## config.mk

```make
export PLATFORM = sky130hd
export DESIGN_NAME = msb_first_code_packer
export DESIGN_NICKNAME = d
export VERILOG_FILES = /design/src/design/mfcp_pkg.sv /design/src/design/msb_first_code_packer.sv /design/src/design/mfcp_ctrl.sv /design/src/design/mfcp_datapath.sv
export SDC_FILE = /design/constraint.sdc
export NUM_CORES = 1
export LEC_CHECK = 0
export BUFFER_PORTS_ARGS = -buffer_cell sky130_fd_sc_hd__buf_4
export CAP_MARGIN = 20
export CORE_UTILIZATION = 40
export DETAILED_ROUTE_END_ITERATION = 10
export PLACE_DENSITY = 0.68
export SLEW_MARGIN = 25
export SYNTH_ARGS = -nofsm -noshare
export SYNTH_HDL_FRONTEND = slang
export SYNTH_SLANG_ARGS = --single-unit
```

## constraint.sdc

```tcl
create_clock -name clock -period 12.77 [get_ports clock]
set_input_delay 1.9155 -clock clock [delete_from_list [all_inputs] [get_ports clock]]
set_output_delay 1.9155 -clock clock [all_outputs]
set_load 0.005 [all_outputs]
```

## src/design/mfcp_pkg.sv

```systemverilog
// Shared types for the MSB-first code packer: controller states, commands and status.
package mfcp_pkg;

   // Request kind carried on req_tuser.
   localparam logic OP_APPEND = 1'b0;
   localparam logic OP_FLUSH  = 1'b1;

   // Field widths of the stream payloads.
   localparam int CODE_VALUE_W  = 32;
   localparam int CODE_LENGTH_W = 6;
   localparam int REQ_TDATA_W   = 40;
   localparam int BYTE_W        = 8;

   // Controller states.
   typedef enum logic [0:0] {
      ST_IDLE,
      ST_RUN
   } state_type;

   // Commands from the controller to the datapath.
   typedef struct packed {
      logic load;    // capture a request item into the bit accumulator
      logic emit;    // move the top byte of the accumulator to the output register
      logic finish;  // store the leftover bits back as the partial byte
   } cmd_type;

   // Status from the datapath to the controller.
   typedef struct packed {
      logic has_byte;  // at least eight bits wait in the accumulator
      logic out_free;  // the output register can take a byte this cycle
   } status_type;

endpackage

```

## src/design/msb_first_code_packer.sv

```systemverilog
// Top level of the MSB-first code packer: stream ports, controller and datapath.
// The first byte of an item passes through the accumulator and then the output register.
// An item completes 0 to 4 bytes for 32-bit codes; the controller drains the accumulator one byte
// per cycle while the output register is free, then stores the remainder before taking the next item.
// Reset (synchronous, active high) empties the partial byte and the output register.
module msb_first_code_packer
   import mfcp_pkg::*;
#(
   parameter int MAX_CODE_BITS = 32
) (
   input  logic                   clock,
   input  logic                   reset,
   input  logic                   req_tvalid,
   output logic                   req_tready,
   input  logic [REQ_TDATA_W-1:0] req_tdata,   // [31:0] code_value, [37:32] code_length, [39:38] zero
   input  logic                   req_tuser,   // [0] op
   output logic                   rsp_tvalid,
   input  logic                   rsp_tready,
   output logic [BYTE_W-1:0]      rsp_tdata,   // [7:0] out_byte
   output logic                   rsp_tlast
);

   cmd_type    cmd;
   status_type status;

   // Sequencing of load, drain and store.
   mfcp_ctrl u_ctrl (
      .clock      (clock),
      .reset      (reset),
      .req_tvalid (req_tvalid),
      .req_tready (req_tready),
      .status     (status),
      .cmd        (cmd)
   );

   // Bit packing and output register.
   mfcp_datapath #(
      .MAX_CODE_BITS (MAX_CODE_BITS)
   ) u_datapath (
      .clock           (clock),
      .reset           (reset),
      .req_op          (req_tuser),
      .req_code_value  (req_tdata[CODE_VALUE_W-1:0]),
      .req_code_length (req_tdata[CODE_VALUE_W +: CODE_LENGTH_W]),
      .cmd             (cmd),
      .status          (status),
      .rsp_tvalid      (rsp_tvalid),
      .rsp_tready      (rsp_tready),
      .rsp_byte        (rsp_tdata),
      .rsp_last        (rsp_tlast)
   );

endmodule

```

## src/design/mfcp_ctrl.sv

```systemverilog
// Controller state machine of the MSB-first code packer.
module mfcp_ctrl
   import mfcp_pkg::*;
(
   input  logic       clock,
   input  logic       reset,
   input  logic       req_tvalid,
   output logic       req_tready,
   input  status_type status,
   output cmd_type    cmd
);

   state_type state_ff;
   state_type state_in;

   // State register.
   always_ff @(posedge clock) begin
      if (reset) begin
         state_ff <= ST_IDLE;
      end else begin
         state_ff <= state_in;
      end
   end

   // Next state and commands.
   always_comb begin
      state_in   = state_ff;
      req_tready = 1'b0;
      cmd        = '0;
      unique case (state_ff)
         ST_IDLE: begin
            // Take one item and load it into the accumulator.
            req_tready = 1'b1;
            if (req_tvalid) begin
               cmd.load = 1'b1;
               state_in = ST_RUN;
            end
         end
         ST_RUN: begin
            // Drain whole bytes one per cycle while the output register is free, then keep the remainder.
            if (status.has_byte) begin
               cmd.emit = status.out_free;
            end else begin
               cmd.finish = 1'b1;
               state_in   = ST_IDLE;
            end
         end
         default: begin
            state_in = ST_IDLE;
         end
      endcase
   end

endmodule

```

## src/design/mfcp_datapath.sv

```systemverilog
// Datapath of the MSB-first code packer: bit accumulator, partial byte and output register.
module mfcp_datapath
   import mfcp_pkg::*;
#(
   parameter int MAX_CODE_BITS = 32
) (
   input  logic                     clock,
   input  logic                     reset,
   input  logic                     req_op,
   input  logic [CODE_VALUE_W-1:0]  req_code_value,
   input  logic [CODE_LENGTH_W-1:0] req_code_length,
   input  cmd_type                  cmd,
   output status_type               status,
   output logic                     rsp_tvalid,
   input  logic                     rsp_tready,
   output logic [BYTE_W-1:0]        rsp_byte,
   output logic                     rsp_last
);

   // Accumulator holds up to seven pending bits followed by one whole code.
   localparam int AccW   = MAX_CODE_BITS + 7;
   localparam int CountW = $clog2(MAX_CODE_BITS + 8);
   localparam int ExtW   = 64;
   localparam logic [CODE_LENGTH_W-1:0] MaxLen = CODE_LENGTH_W'(MAX_CODE_BITS);

   logic [BYTE_W-1:0]        partial_ff;
   logic [2:0]               filled_ff;
   logic [AccW-1:0]          acc_ff;
   logic [CountW-1:0]        count_ff;
   logic                     rsp_valid_ff;
   logic [BYTE_W-1:0]        rsp_byte_ff;
   logic                     rsp_last_ff;

   logic [CODE_LENGTH_W-1:0] len_sat;
   logic [ExtW-1:0]          value_ext;
   logic [MAX_CODE_BITS-1:0] code_ext;
   logic [MAX_CODE_BITS-1:0] code_aligned;
   logic [AccW-1:0]          code_placed;
   logic [AccW-1:0]          partial_placed;

   // Saturate the length and left-align the code bits below the pending bits.
   always_comb begin
      len_sat        = (req_code_length > MaxLen) ? MaxLen : req_code_length;
      value_ext      = {{(ExtW - CODE_VALUE_W){1'b0}}, req_code_value};
      code_ext       = value_ext[MAX_CODE_BITS-1:0];
      code_aligned   = code_ext << (MaxLen - len_sat);
      code_placed    = {code_aligned, 7'b0} >> filled_ff;
      partial_placed = {partial_ff[7:1], {MAX_CODE_BITS{1'b0}}};
   end

   // Partial byte state.
   always_ff @(posedge clock) begin
      if (reset) begin
         partial_ff <= '0;
         filled_ff  <= '0;
      end else if (cmd.finish) begin
         partial_ff <= acc_ff[AccW-1 -: BYTE_W];
         filled_ff  <= count_ff[2:0];
      end
   end

   // Accumulator and bit count: load an item, or drop one emitted byte.
   always_ff @(posedge clock) begin
      if (reset) begin
         acc_ff   <= '0;
         count_ff <= '0;
      end else if (cmd.load) begin
         if (req_op == OP_FLUSH) begin
            acc_ff   <= partial_placed;
            count_ff <= (filled_ff != 3'd0) ? CountW'(8) : '0;
         end else begin
            acc_ff   <= partial_placed | code_placed;
            count_ff <= CountW'(filled_ff) + CountW'(len_sat);
         end
      end else if (cmd.emit) begin
         acc_ff   <= acc_ff << BYTE_W;
         count_ff <= count_ff - CountW'(8);
      end
   end

   // Output register parts the accumulator from the result channel.
   always_ff @(posedge clock) begin
      if (reset) begin
         rsp_valid_ff <= 1'b0;
      end else if (cmd.emit) begin
         rsp_valid_ff <= 1'b1;
      end else if (rsp_tready) begin
         rsp_valid_ff <= 1'b0;
      end
   end

   always_ff @(posedge clock) begin
      if (cmd.emit) begin
         rsp_byte_ff <= acc_ff[AccW-1 -: BYTE_W];
         rsp_last_ff <= (count_ff >> 3) < CountW'(2);
      end
   end

   // Status and outputs.
   assign status.has_byte = count_ff >= CountW'(8);
   assign status.out_free = !rsp_valid_ff || rsp_tready;
   assign rsp_tvalid      = rsp_valid_ff;
   assign rsp_byte        = rsp_byte_ff;
   assign rsp_last        = rsp_last_ff;

endmodule

```

# Word level (Yosys, flattened, before mapping)

Index checks and enable logic that the tools add are counted.

Flip-flop bits (word level): 67
Input port bits: 45
Logic and storage cells: 41

Add/subtract/negate cells: 3
$lt $le $gt $ge: 3
Shifts and indexed selects: 2
Mux-type cells: 18
Bitwise operators: 2
Reductions and logical operators: 5

Operators with widths:

| cell                | count |
|---|---|
| $mux 39             | 3 |
| $or 39x39->39       | 1 |
| $shr 39x3->39       | 1 |
| $shl 32x6->32       | 1 |
| $mux 6              | 4 |
| $mux 1              | 8 |
| $add 3x6->6         | 1 |
| $ge 6x4->1 const B  | 1 |
| $gt 6x6->1 const B  | 1 |
| $sub 6x4->6 const B | 1 |
| $sub 6x6->6 const A | 1 |
| $mux 4              | 1 |
| $reduce_bool 2->1   | 2 |
| $lt 3x2->1 const B  | 1 |
| $reduce_bool 3->1   | 1 |
| $mux 2              | 1 |
| $pmux 1 s2          | 1 |
| $logic_not 1->1     | 1 |
| $logic_or 1x1->1    | 1 |
| $not 1->1           | 1 |

# Depth between registers and ports, before layout

Depth after elaboration: 8
Depth in mapped cells: 18
Mapped depth without buffers: 11

# By module

From an unflattened synthesis, not the netlist that was laid out.

Cells, all modules: 721
Area, all modules: 6234.7 µm²

Modules (own cells, without submodules):

| module        | instances | cells an instance | area an instance (µm²) |
|---|---|---|---|
| mfcp_datapath | 1         | 714               | 6177.2 |
| mfcp_ctrl     | 1         | 7                 | 57.6 |

# Worst setup path before layout

No wires, ideal clock.

Path kind: input -> register
From: in req_tdata[37]
To: reg u_datapath.acc_ff[32]
Setup time: 120 ps
Data arrival time: 5292 ps
Required time: 12650 ps
Path slack: 7358 ps
Cell stages on the path: 17
Cell sequence: buf_4 -> nor2b_1 -> buf_4 -> inv_2 -> buf_4 -> buf_2 -> ha_1 -> buf_4 -> buf_6 -> mux2_1 -> mux2_2 -> a211oi_1 -> a311oi_2 -> a221oi_1 -> mux2i_1 -> mux2_2 -> o31a_1

Cells in the longest elaborated chain, start to end: 8

RTL lines:

| element              | line                        | source |
|---|---|---|
| start, declared      | msb_first_code_packer.sv:15 | `input logic [REQ_TDATA_W-1:0] req_tdata,` |
| $gt 6x6->1           | mfcp_datapath.sv:43         | `len_sat = (req_code_length > MaxLen) ? MaxLen : req_code_length;` |
| $mux 6 (*)           | mfcp_datapath.sv:43         |  |
| $sub 6x6->6 (*)      | mfcp_datapath.sv:46         | `code_aligned = code_ext << (MaxLen - len_sat);` |
| $shl 32x6->32 (*)    | mfcp_datapath.sv:46         |  |
| $shr 39x3->39 (*)    | mfcp_datapath.sv:47         | `code_placed = {code_aligned, 7'b0} >> filled_ff;` |
| $or 39x39->39 (*)    | mfcp_datapath.sv:72         | `acc_ff <= partial_placed \| code_placed;` |
| $mux 39 (*)          | mfcp_datapath.sv:68         | `if (req_op == OP_FLUSH) begin` |
| $mux 39 (*)          | mfcp_datapath.sv:67         | `end else if (cmd.load) begin` |
| end signal, assigned | mfcp_datapath.sv:69         | `acc_ff <= partial_placed;` |
| end signal, assigned | mfcp_datapath.sv:72         |  |
| end signal, assigned | mfcp_datapath.sv:76         | `acc_ff <= acc_ff << BYTE_W;` |
| end, declared        | mfcp_datapath.sv:28         | `logic [AccW-1:0] acc_ff;` |

Mark *: on every way between the ends. The rest lies on a longest branch, timed or not.
A chain may end at the register's enable or synchronous reset.

# Final worst setup path

From: in req_tdata[32]
To: reg u_datapath.acc_ff[32]

The elaborated chain is that of the path after synthesis.

==> impl_metrics.env <==
export IMPL_outcome="complete, no violations"
export IMPL_ir_drop_mv=0.0734
export IMPL_synth_seq_cells=66
export IMPL_wl_met1_um=8280
export IMPL_drive_gt1_frac=0.198
export IMPL_path_clk_slew_ns=0.06
export IMPL_clock_root_buffer="clkbuf_16"
export IMPL_min_period_ns=6.06
export IMPL_fin_skew_ns=0.00547
export IMPL_design_core_area_um2=15300
export IMPL_synth_area_um2=6280
export IMPL_end_kind="flop"
export IMPL_cts_buffers=9
export IMPL_grt_max_degree=59
export IMPL_synthTopCellsByArea="dfxtp_1 (18%), mux2i_1 (8.0%), mux4_2 (7.5%)"
export IMPL_r2r_slack_ns=10.14
export IMPL_regArea_um2=1410
export IMPL_synth_top_cell_area_share=0.182
export IMPL_dp_slack_ns=6.01
export IMPL_power_leakage_uw=0.00257
export IMPL_hp_class="reg -> reg"
export IMPL_reg2reg_depth=9
export IMPL_layout_common_cells="nand2_1 (100), nor2_1 (76), buf_4 (64)"
export IMPL_synth_xor_area_frac=0.0181
export IMPL_grt_overflow_total=0
export IMPL_drv_slew=0
export IMPL_setup_violations=0
export IMPL_final_common_cell="nand2_1"
export IMPL_reg2reg_from="u_datapath.filled_ff[0]$_SDFFE_PP0P_"
export IMPL_crit_type="in -> reg"
export IMPL_antenna_found_initial=0
export IMPL_topRoutingLayerUsed="met4"
export IMPL_critPathArrivalTime_ns=6.29
export IMPL_fillerInstances=1514
export IMPL_synthCells=773
export IMPL_synth_cell_types=90
export IMPL_clock_sinks=66
export IMPL_tns_ns=0
export IMPL_wl_met2_um=8970
export IMPL_multi_input_area_um2=4480
export IMPL_maxSlewHeadroom=0.328
export IMPL_die_y_um=127
export IMPL_rsz0062_at_grt="false"
export IMPL_num_io_pins=56
export IMPL_timing_fmax_mhz=165
export IMPL_dp_final_hpwl_um=13300
export IMPL_place_congestion=0.927
export IMPL_p_seq_frac=0.302
export IMPL_yosys_area_share_simple=0.191
export IMPL_cts_hold_buf=0
export IMPL_required_ns=13.00
export IMPL_grt_usage=0.235
export IMPL_wl_met3_um=1230
export IMPL_drc=0
export IMPL_drt_total_wl_um=18800
export IMPL_swShare=0.340
export IMPL_finalCritPeriodShare=0.475
export IMPL_io_buffers=53
export IMPL_cts_tree="done"
export IMPL_insertion_delay_ns=0.34
export IMPL_synth_edff_count=9
export IMPL_synth_top_family_by_area="compound AO/OA/AOI/OAI gates"
export IMPL_async_flop_share=0
export IMPL_intPower_uw=514
export IMPL_combPwrFrac=0.357
export IMPL_seq_area_frac_synth=0.225
export IMPL_cap_violations=0
export IMPL_critPathMaxFanout=44
export IMPL_clock_path_buffers=2
export IMPL_first_global_vias=5773
export IMPL_p_clk_frac=0.341
export IMPL_synthAdderAreaFrac=0.00957
export IMPL_endpoint="u_datapath.acc_ff[32]$_SDFFE_PP0P_"
export IMPL_nNetsFinal=832
export IMPL_dr_pass1_iters=5
export IMPL_synth_compound_area_share=0.283
export IMPL_ys_flop_type="dfxtp_1"
export IMPL_grt_pass1_wl_um=30500
export IMPL_h_tree_depth=3
export IMPL_start_util=0.411
export IMPL_cts_resized=0
export IMPL_avgSynthCellArea_um2=8.12
export IMPL_fp_dieW_um=127
export IMPL_via_per_inst=6.18
export IMPL_p_per_area_nw_per_um2=111
export IMPL_ant_nets=0
export IMPL_worst_pin_slew_ns=1.01
export IMPL_cts_setup_buffers=0
export IMPL_diodes=0
export IMPL_yosys_mux_area_fraction=0.209
export IMPL_finalHoldViolCount=0
export IMPL_reg2reg_to="u_datapath.count_ff[5]$_SDFFE_PP0P_"
export IMPL_num_vias=6172
export IMPL_synth_fp_nets=822
export IMPL_rows=45
export IMPL_yosysWarnings=0
export IMPL_wl_per_cell_um=18.8
export IMPL_synth_top_area_cell="dfxtp_1"
export IMPL_finalWorstSetupSlack_ns=6.71
export IMPL_startpoint="req_tdata[32]"
export IMPL_dieArea_um2=16200
export IMPL_syn_to_final_growth_pct=11.7
export IMPL_switching_power_uw=265
export IMPL_startpoint_type="input pin"
export IMPL_drt_iter0_drc=566
-- worst min path at each step --
stage                                       startpoint                                to  cells after the start
global placement    u_datapath.acc_ff[31]$_SDFFE_PP0P_  u_datapath.rsp_byte[0]$_DFFE_PP_                      0
detailed placement  u_datapath.acc_ff[31]$_SDFFE_PP0P_  u_datapath.rsp_byte[0]$_DFFE_PP_                      0
finish              u_datapath.acc_ff[31]$_SDFFE_PP0P_  u_datapath.rsp_byte[0]$_DFFE_PP_                      0
floorplan           u_datapath.acc_ff[31]$_SDFFE_PP0P_  u_datapath.rsp_byte[0]$_DFFE_PP_                      0
CTS                 u_datapath.acc_ff[31]$_SDFFE_PP0P_  u_datapath.rsp_byte[0]$_DFFE_PP_                      0
global route        u_datapath.acc_ff[31]$_SDFFE_PP0P_  u_datapath.rsp_byte[0]$_DFFE_PP_                      0
-- layer usage --
metal | vias to the layer above | track usage
li1 | 2961 | -
met1 | 2948 | 0.314
met2 | 236 | 0.396
met3 | 27 | 0.0352
met4 | 0 | 0.0630
met5 | - | 0
-- cells by family (layout without fill, tap and decap cells) --
group,count (synthesis),in the layout
fa+ha+maj,5,5
xor+xnor,10,10
flops,66,66
buf+inv,80,95
simple gates,260,260
mux,101,101
compound gates,251,251
-- critical path, stage by stage --
cell and delay [ns]:
buf_4 0.16, nor2b_2 0.15, buf_4 0.33, inv_2 0.37
ha_4 0.78, mux2_2 0.45, mux2_2 0.31, a211oi_1 0.31
a311oi_2 0.14, a221oi_1 0.55, mux2i_1 0.22, mux2_2 0.33
o31a_1 0.24
-- flip-flops by register name (all words and copies together), names as in the netlist --
| signal | count |
|---|---|
| u_datapath.rsp_byte | 8 |
| u_datapath.rsp_tvalid | 1 |
| u_datapath.partial_ff | 7 |
| u_datapath.acc_ff | 39 |
| u_datapath.count_ff | 6 |
| u_ctrl.state_ff | 1 |
| u_datapath.filled_ff | 3 |
| u_datapath.rsp_last | 1 |
-- stage by stage --
stage | cells | instance area, µm² | util | hold slack (ns) | total power (µW)
finish | 999 | 7010 | 0.460 | 0.436 | 779
global route | 999 | 7010 | 0.460 | 0.452 | 812
CTS | 999 | 7000 | 0.459 | 0.439 | 775
detailed placement | 983 | 6680 | 0.438 | 0.426 | 509
global placement | 983 | 6680 | 0.438 | 0.417 | 508
floorplan | 773 | 6280 | - | 0.409 | 442
-- power by group through the flow --
stage | Combinational (µW) | Clock (µW) | Sequential [µW]
6_report | 278 | 266 | 235
2_1_floorplan | 206 | 0 | 237
3_3_place_gp | 270 | 0 | 239
3_5_place_dp | 270 | 0 | 239
4_1_cts | 272 | 268 | 235
5_1_grt | 301 | 274 | 237
-- synthesized netlist by cell type, types with 6 or more instances --
master and n:
a211oi_1 19, a21oi_1 46, a221oi_1 7, a222oi_1 6, a22oi_1 12, a311oi_1 9
a31oi_1 17, buf_1 8, buf_2 8, buf_4 9, buf_6 8, clkbuf_1 32
dfxtp_1 57, edfxtp_1 9, inv_1 12, mux2_2 26, mux2i_1 50, mux4_2 21
nand2_1 100, nand2b_1 10, nand3_1 20, nor2_1 76, nor3_1 15, o211ai_1 6
o21ai_0 46, o22ai_1 10, o2bb2ai_1 6, xnor2_1 7
-- layout make-up --
cell class                 count  share of cell area
timing repair buffer          64              0.0685
tap                          211              0.0376
clock buffer                  11              0.0346
sequential                    66               0.201
inverter                      15             0.00803
multi-input combinational    627               0.639
clock inverter                 5              0.0111
No activity file was read; power rests on OpenSTA's default activity.
